File: config.mk
export PLATFORM = sky130hd
export DESIGN_NAME = ibs_ctrl
export DESIGN_NICKNAME = d
export VERILOG_FILES = /design/src/design/ibs_pkg.sv /design/src/design/ibs_ctrl.sv
export SDC_FILE = /design/constraint.sdc
export NUM_CORES = 1
export LEC_CHECK = 0
export BUFFER_PORTS_ARGS = -buffer_cell sky130_fd_sc_hd__buf_2
export CORE_AREA = 2 2 39 41
export DETAILED_ROUTE_END_ITERATION = 10
export DIE_AREA = 0 0 41 43
export MAX_ROUTING_LAYER = met4
export PLACE_DENSITY_LB_ADDON = 0.25
export SLEW_MARGIN = 30
export SYNTH_ARGS = -nofsm -noshare
export SYNTH_HDL_FRONTEND = slang
export SYNTH_SLANG_ARGS = --single-unit
File: constraint.sdc
create_clock -name clock -period 3.1 [get_ports clock]
set_input_delay 0.62 -clock clock [delete_from_list [all_inputs] [get_ports clock]]
set_output_delay 0.62 -clock clock [all_outputs]
set_load 0.01 [all_outputs]
File: src/design/ibs_pkg.sv
`timescale 1ns / 1ps

package ibs_pkg;

   localparam int DATA_W            = 32;
   localparam int MAX_ITEMS_DEFAULT = 64;

   typedef enum logic [2:0] {
      S_IDLE,
      S_PASS_CHECK,
      S_RUN_CHECK,
      S_READ,
      S_MERGE,
      S_OUT_READ,
      S_OUT_SHOW
   } state_type;

   typedef struct packed {
      logic store;
      logic pass_init;
      logic pass_next;
      logic run_init;
      logic rd_merge;
      logic merge_step;
      logic run_next;
      logic out_init;
      logic out_read;
      logic out_next;
      logic clear;
   } cmd_type;

   typedef struct packed {
      logic need_pass;
      logic run_avail;
      logic run_end;
      logic out_last;
   } status_type;

endpackage

File: src/design/ibs_ctrl.sv
`timescale 1ns / 1ps

module ibs_ctrl import ibs_pkg::*; (
   input  logic       clock,
   input  logic       reset,
   input  logic       req_valid,
   input  logic       req_last,
   output logic       req_ready,
   output logic       rsp_valid,
   input  logic       rsp_ready,
   input  status_type status,
   output cmd_type    cmd
);

   state_type state_ff, state_in;

   always_ff @(posedge clock) begin
      if (reset) begin
         state_ff <= S_IDLE;
      end else begin
         state_ff <= state_in;
      end
   end

   always_comb begin
      state_in = state_ff;
      case (state_ff)
         S_IDLE: begin
            if (req_valid && req_last) state_in = S_PASS_CHECK;
         end
         S_PASS_CHECK: begin
            state_in = status.need_pass ? S_RUN_CHECK : S_OUT_READ;
         end
         S_RUN_CHECK: begin
            state_in = status.run_avail ? S_READ : S_PASS_CHECK;
         end
         S_READ: begin
            state_in = S_MERGE;
         end
         S_MERGE: begin
            state_in = status.run_end ? S_RUN_CHECK : S_READ;
         end
         S_OUT_READ: begin
            state_in = S_OUT_SHOW;
         end
         S_OUT_SHOW: begin
            if (rsp_ready) state_in = status.out_last ? S_IDLE : S_OUT_READ;
         end
         default: begin
            state_in = S_IDLE;
         end
      endcase
   end

   always_comb begin
      cmd       = '0;
      req_ready = 1'b0;
      rsp_valid = 1'b0;
      case (state_ff)
         S_IDLE: begin
            req_ready     = 1'b1;
            cmd.store     = req_valid;
            cmd.pass_init = req_valid && req_last;
         end
         S_PASS_CHECK: begin
            cmd.out_init = !status.need_pass;
         end
         S_RUN_CHECK: begin
            cmd.run_init  = status.run_avail;
            cmd.pass_next = !status.run_avail;
         end
         S_READ: begin
            cmd.rd_merge = 1'b1;
         end
         S_MERGE: begin
            cmd.merge_step = 1'b1;
            cmd.run_next   = status.run_end;
         end
         S_OUT_READ: begin
            cmd.out_read = 1'b1;
         end
         S_OUT_SHOW: begin
            rsp_valid    = 1'b1;
            cmd.clear    = rsp_ready && status.out_last;
            cmd.out_next = rsp_ready && !status.out_last;
         end
         default: begin
            cmd = '0;
         end
      endcase
   end

endmodule

==> summary.md, run 1 <==
| Metric | Value |
|---|---|
| Outcome | complete, no violations |
| CTS H-tree lvls | 1 |
| Core area | around 0.0014 sq mm |
| Clk pwr share | between 30% and 40% |
| Critical-path maximum fanout | 15 |
| Clock period minus worst slack | around 2.0 ns |
| Max reg flops | 3 |
| Hold_buf cts | 0 |
| Combinational Power Share | 34.6% |
| Setup TNS | 0 ns |
| WP data arrival | ~1.4 ns |
| Largest register by flop count | state_ff |
| Distinct cells, synth | 24 |
| Routed vias | between 300 and 400 |
| Die Span X | about 41 microns |
| Initial antenna violation count | 0 |
| Crit share post-route | ~65% |
| Post-CTS setup buffer count | 0 |
| Total Routing Usage GR | a little over a tenth |
| Internal power | approximately 0.00013 W |
| Cell area after synthesis | around 310 sq um |
| CTS Buf Count | 3 |
| WHS Path Cells | 2 |
| Worst Hold Endpoint | state_ff[2]$_SDFFE_PP0P_ |
| Layout area overhead | 41.4% |
| Final setup viols | 0 |
| Worst Reg2Reg Path Length in Cells | 3 |
| Final Util | 32.1% |
| Post-route ant nets | 0 |
| Slew HR | roughly 71% |
| Clk sink count | 3 |
| Number of fill cells | ~150 |
| CTS tree | built |
| Top flop regs | state_ff x3 |
| Clk buf depth | 2 |
| Flop pwr share | 31.4% |
| Fraction of layout instances using a drive strength above 1 | around 46% |
| Global route overflow | 0 |
| Placer Congestion | 0.773 |
| Final Max Slew Viols | 0 |
| N_diodes | 0 |
| Vias per std cell | 4.90 |
| CP startpoint kind | flop |
| Slew at the pin closest to its max-slew limit | roughly 0.44 ns |
| Detailed Route Iter0 Violations | 5 |
| Syn Nets | 50 |
| Peak supply drop | approximately 0.00014 V |
| Number of global-route vias before repair | 307 |
| First-pass GRT wire length | about 1200 microns |
| Net Sw Power | around 0.000073 W |
| Setup Crit Path Kind | flop to primary output |
| Final wirelength | 838 microns |
| Die Y-Extent | 43 microns |
| Worst endpoint required time | around 2.5 ns |
| Crit end category | primary output |
| Worst-Skew Late Latency | approximately 0.23 ns |
| Initial core utilization | ~23% |
| Worst R2R Start | state_ff[1]$_SDFFE_PP0P_ |
| Worst reg2reg setup slack | 1.76 ns |
| DRC | 0 |
| FF+latch count, synth | 3 |
| HP Class | input pin to flop |
| Seq/Total Area, Yosys | around a fifth |
| Drt wl/cell | 10.6 microns |
| Final #Nets | 73 |
| Largest net degree at the start of global routing | 16 |
| Setup Skew | around 0.0038 ns |
| Leak Pwr | 0.238 nW |
| RSZ-0062 raised after global routing | no |
| # Max-Cap Violations | 0 |
| PD cells | around 450 mW/mm^2 |
| DR pass1 iterations | 4 |
| Rows | 14 |
| Switching portion of total power | around 36% |
| Number of port buffers | 21 |
| Post-Syn Instances | just over 40 |
| Synth Warn # | 0 |
| Hold violation count in the final report | 0 |
| Fmax | just under 500 MHz |
| Clock-pin slew on the worst setup and hold paths | around 0.040 ns |
| Die ar. | around 0.0018 sq mm |
| CTS resizes | 0 |
| Clk root buf | clkbuf_4 |
| Syn Area/Cell | ~7.7 sq um |
| Hold Crit Start | reset |
| I/O Pins | 22 |
| Reg2Reg Capture Point | state_ff[0]$_SDFFE_PP0P_ |
## Yosys cell counts
master | count | area (sq um)
nand2b_1 | 3 | 18.8
and2b_1 | 1 | 7.51
mux2i_1 | 1 | 10.0
nand3b_1 | 1 | 7.51
and3b_1 | 2 | 17.5
nor2_1 | 2 | 7.51
a21oi_1 | 3 | 15.0
and2_1 | 2 | 12.5
nand3_1 | 1 | 5.00
o21ai_0 | 1 | 5.00
o21ba_1 | 1 | 10.0
nor4b_1 | 1 | 8.76
inv_2 | 2 | 7.51
nand2_1 | 3 | 11.3
and3_1 | 3 | 18.8
a2111oi_2 | 1 | 15.0
dfxtp_1 | 3 | 60.1
and4_1 | 1 | 8.76
a31oi_1 | 2 | 12.5
a22oi_1 | 1 | 7.51
nor4_1 | 1 | 6.26
buf_6 | 1 | 11.3
nor3_2 | 2 | 20.0
buf_2 | 2 | 10.0
## critical path, stage by stage, from the launching register on
cell	delay [ns]
dfxtp_1	0.58
and3b_1	0.29
and3_1	0.17
buf_2	0.12
## how the worst max path moves through the flow
stage                                         from     end  cells past startpoint  slack, ns
after floorplan                          status[2]  cmd[8]                      1       1.42
after global placement                   status[2]  cmd[8]                      3       1.32
after detailed placement  state_ff[1]$_SDFFE_PP0P_  cmd[0]                      3       1.34
after global routing      state_ff[1]$_SDFFE_PP0P_  cmd[0]                      3       0.97
final                     state_ff[1]$_SDFFE_PP0P_  cmd[0]                      3       1.09
after CTS                 state_ff[1]$_SDFFE_PP0P_  cmd[0]                      3       1.08
## layer usage
metal,vias to the layer above,share of wire [%],track usage (%)
met4,0,0,4.00
met2,19,46,15.0
met1,174,43,13.8
met5,-,0,-
met3,0,11,3.14
li1,194,-,-
## per-stage QoR
stage	setup slack (ns)	cells	hold WS, ns	power [W]	area [sq um]
2_1_floorplan	1.42	41	0.628	0.000111	314
3_3_place_gp	1.32	75	0.675	0.000133	418
3_5_place_dp	1.34	75	0.666	0.000134	418
4_1_cts	1.08	79	0.581	0.000205	444
5_1_grt	0.973	79	0.584	0.000217	444
6_report	1.09	79	0.589	0.000201	444
## cell usage in the layout (no fill, tap or decap), types with 3 or more instances in the layout
| cell type | count |
|---|---|
| buf_2 | 21 |
| and3_1 | 3 |
| nand2_1 | 3 |
| nand2b_1 | 3 |
| a21oi_1 | 3 |
| clkbuf_4 | 3 |
| dfxtp_1 | 3 |
## power groups by stage
stage / combinational, W / sequential [W] / clock [W]
detailed placement: 0.0000707 / 0.0000635 / 0
floorplan: 0.0000618 / 0.0000490 / 0
global route: 0.0000770 / 0.0000655 / 0.0000746
global placement: 0.0000699 / 0.0000634 / 0
CTS: 0.0000708 / 0.0000629 / 0.0000711
finish: 0.0000695 / 0.0000631 / 0.0000682
## layout make-up
cell class	count	area, sq um	area share, %
inverters	2	7.51	1.69
flip-flops and latches	3	60.1	13.5
clock buffers	4	26.3	5.92
multi-input cells	33	225	50.7
repair buffers	21	105	23.7
well taps	16	20.0	4.51
## kinds of logic (layout without fill, tap and decap cells)
| group | Yosys count | count (layout) | share of synthesized area (%) |
|---|---|---|---|
| buf+inv | 5 | 27 | 9.16 |
| compound gates | 9 | 9 | 20.7 |
| flops | 3 | 3 | 19.1 |
| simple gates | 23 | 23 | 47.8 |
| mux | 1 | 1 | 3.19 |
Note: power is estimated with default switching activity, not from simulation.
==> run 2: changes to the inputs <==
- ABC_AREA: not set -> 1
- clock period: 3.1 -> 2.1 ns (I/O delays scaled with it)
==> summary.md, run 2 <==
| Metric | Value |
|---|---|
| Outcome | complete, no violations |
| Fmax | around 600 MHz |
| Detailed Route Iter0 Violations | 9 (+4) |
| Vias per std cell | 4.35 (-11%) |
| Top flop regs | state_ff x3 |
| Clock period minus worst slack | ~1.6 ns |
| CP cell instances | inv_2, nor3_1, nand2_1, inv_1, buf_2 |
| Initial antenna violation count | 0 (unchanged) |
| First-pass GRT wire length | 1150 microns (-7.2%) |
| Post-synth ARST share | 0% (unchanged) |
| Number of port buffers | 21 (unchanged) |
| Cell area after synthesis | 320 sq um (+2.0%) |
| Clk root buf | clkbuf_4 |
| Peak supply drop | 0.000262 V (+87%) |
| Max incr delay on CP | 0.47 ns (-0.11 ns) |
| GR met1 Demand/Resource | 11.9% (-1.9 points) |
| Die ar. | 0.00176 sq mm (unchanged) |
| CTS resizes | 0 (unchanged) |
| Slowest CP cell | dfxtp_1 |
| Placer Congestion | 0.694 (-10%) |
| Setup Skew | 0.00268 ns (-0.00112 ns) |
| Synth top area cells | dfxtp_1 19%, inv_1 14%, nand2_1 8.2% |
| Total Routing Usage GR | 9.76% (-0.82 points) |
| Setup Crit Path Kind | flop to primary output |
| Critical-path maximum fanout | 7 (-8) |
| Die Y-Extent | 43 microns (unchanged) |
| CP startpoint kind | flop |
| Fraction of layout instances using a drive strength above 1 | 43.6% (-2.4 points) |
| Slew at the pin closest to its max-slew limit | 0.354 ns (-0.0876 ns) |
| Number of fill cells | 173 (+12%) |
| Post-route ant nets | 0 (unchanged) |
| GR Util met2 | 13.4% (-1.6 points) |
| Number of global-route vias before repair | 320 (+4.2%) |
| Die Span X | 41 microns (unchanged) |
| Min Hold Slack | 0.375 ns (-0.214 ns) |
| # Max-Cap Violations | 0 (unchanged) |
| CTS H-tree lvls | 1 (unchanged) |
| Drt wl/cell | 7.64 microns (-28%) |
| Grt met3 use | 3.14% (unchanged) |
| Initial core utilization | 23.1% (+0.45 points) |
| Clk buf depth | 2 (unchanged) |
| WP data arrival | 1.23 ns (-0.16 ns) |
| Largest net degree at the start of global routing | 10 (-6) |
| Rows | 14 (unchanged) |
| Layout area overhead | 43.8% |
| Syn Area/Cell | 5.93 sq um (-23%) |
| CTS tree | built |
| DRC | 0 (unchanged) |
| RSZ-0062 raised after global routing | no |
| Top-count cell post-synth | inv_1 |
| Commonest cells after routing, fill and taps aside | 21 x buf_2, 12 x inv_1, 7 x nand2_1, 7 x nor2_1, 4 x nand3_1 |
| Main synth FF type | dfxtp_1 |
| Clock-pin slew on the worst setup and hold paths | 0.04 ns (about the same) |
| Final wirelength | 718 microns (-14%) |
| Synth top area share | 18.8% (-0.37 points) |
| Synth Warn # | 0 (unchanged) |
| Max reg flops | 3 (unchanged) |
| Final HPWL DP | approximately 600 microns |
| Post-synth EDFFs | 0 (unchanged) |
| Crit end category | primary output |
| FF+latch count, synth | 3 (unchanged) |
| Post-CTS setup buffer count | 0 (unchanged) |
| Final setup viols | 0 (unchanged) |
| Synth area leader | dfxtp_1 |
| Leak Pwr | 0.305 nW (+28%) |
| Crit share post-route | 78.4% |
| CTS Buf Count | 3 (unchanged) |
| Syn Nets | 63 (+26%) |
| PD cells | 550 mW/mm^2 (+22%) |
| Clk sink count | 3 (unchanged) |
| CP Buf/Inv Count | 3 (+2) |
| Post-Syn Instances | 54 (+32%) |
| Hold violation count in the final report | 0 (unchanged) |
| Worst-Skew Late Latency | 0.23 ns (about the same) |
| Distinct cells, synth | 18 (-25%) |
| Post-synth top cells | 12 x inv_1, 7 x nand2_1, 7 x nor2_1 |
| Final Max Slew Viols | 0 (unchanged) |
| Crit-path leading delay family | flip-flops |
| N_diodes | 0 (unchanged) |
| GRT busiest layer | met2 |
| Setup TNS | 0 ns (unchanged) |
| Routed vias | 409 (+5.7%) |
| DR pass1 iterations | 4 (unchanged) |
| HP Class | input pin to flop |
| Seq/Total Area, Yosys | 18.8% (-0.37 points) |
| Global route overflow | 0 (unchanged) |
| Worst endpoint required time | 1.68 ns (-0.80 ns) |
| I/O Pins | 22 (unchanged) |
| Hold_buf cts | 0 (unchanged) |
| Slew HR | 76.4% (+5.9 points) |
| Most common cell after layout, fill and taps aside | buf_2 |
| Largest register by flop count | state_ff |
| Core area | 0.00138 sq mm (unchanged) |
| Final #Nets | 88 (+21%) |
run 2: per-layer routing:
layer | wire length (microns) | up-vias | share of wire, %
li1 | - | 218 | -
met1 | 301 | 173 | 42
met2 | 345 | 18 | 48
met3 | 71 | 0 | 9.9
met4 | 0 | 0 | 0
met5 | 0 | - | 0
run 2: cells by family (layout without fill, tap and decap cells):
kind of cell           Yosys count  after routing  share of synthesized area, %
AO/OA/AOI/OAI                    2              2                          4.69
buffers and inverters           18             42                          24.2
flip-flops                       3              3                          18.8
AND/OR/NAND/NOR                 31             31                          52.3
run 2: final cells by class:
cell class	count	area (sq um)	share of cell area, %
clock buffer	4	26.3	5.71
inverter	17	66.3	14.4
multi-input combinational	33	183	39.7
sequential	3	60.1	13.0
tap	16	20.0	4.35
timing repair buffer	21	105	22.8
run 2: through the flow:
stage                     total power [W]  instance area, sq um  instances  util, %  worst slack [ns]
after CTS                        0.000258                   460         94     33.3             0.455
final                            0.000253                   460         94     33.3             0.455
after detailed placement         0.000155                   434         90     31.4             0.712
after global routing             0.000277                   460         94     33.3             0.321
after floorplan                  0.000132                   320         54        -             0.739
after global placement           0.000155                   434         90     31.4             0.701
run 2: worst paths after layout:
path	slack, ns	startpoint	end	depth (start not counted)
worst min-delay path	0.38	reset	state_ff[2]$_SDFFE_PP0P_	2
worst min register to register	0.70	state_ff[1]$_SDFFE_PP0P_	state_ff[1]$_SDFFE_PP0P_	3
worst max-delay path	0.45	state_ff[1]$_SDFFE_PP0P_	cmd[7]	5
worst max register to register	0.97	state_ff[0]$_SDFFE_PP0P_	state_ff[2]$_SDFFE_PP0P_	6
run 2: report_power, final:
part	internal (W)	leakage, nW	switching, W
sequential	0.0000625	0.0245	0.0000126
clock	0.0000711	0.0150	0.0000289
combinational	0.0000327	0.266	0.0000457
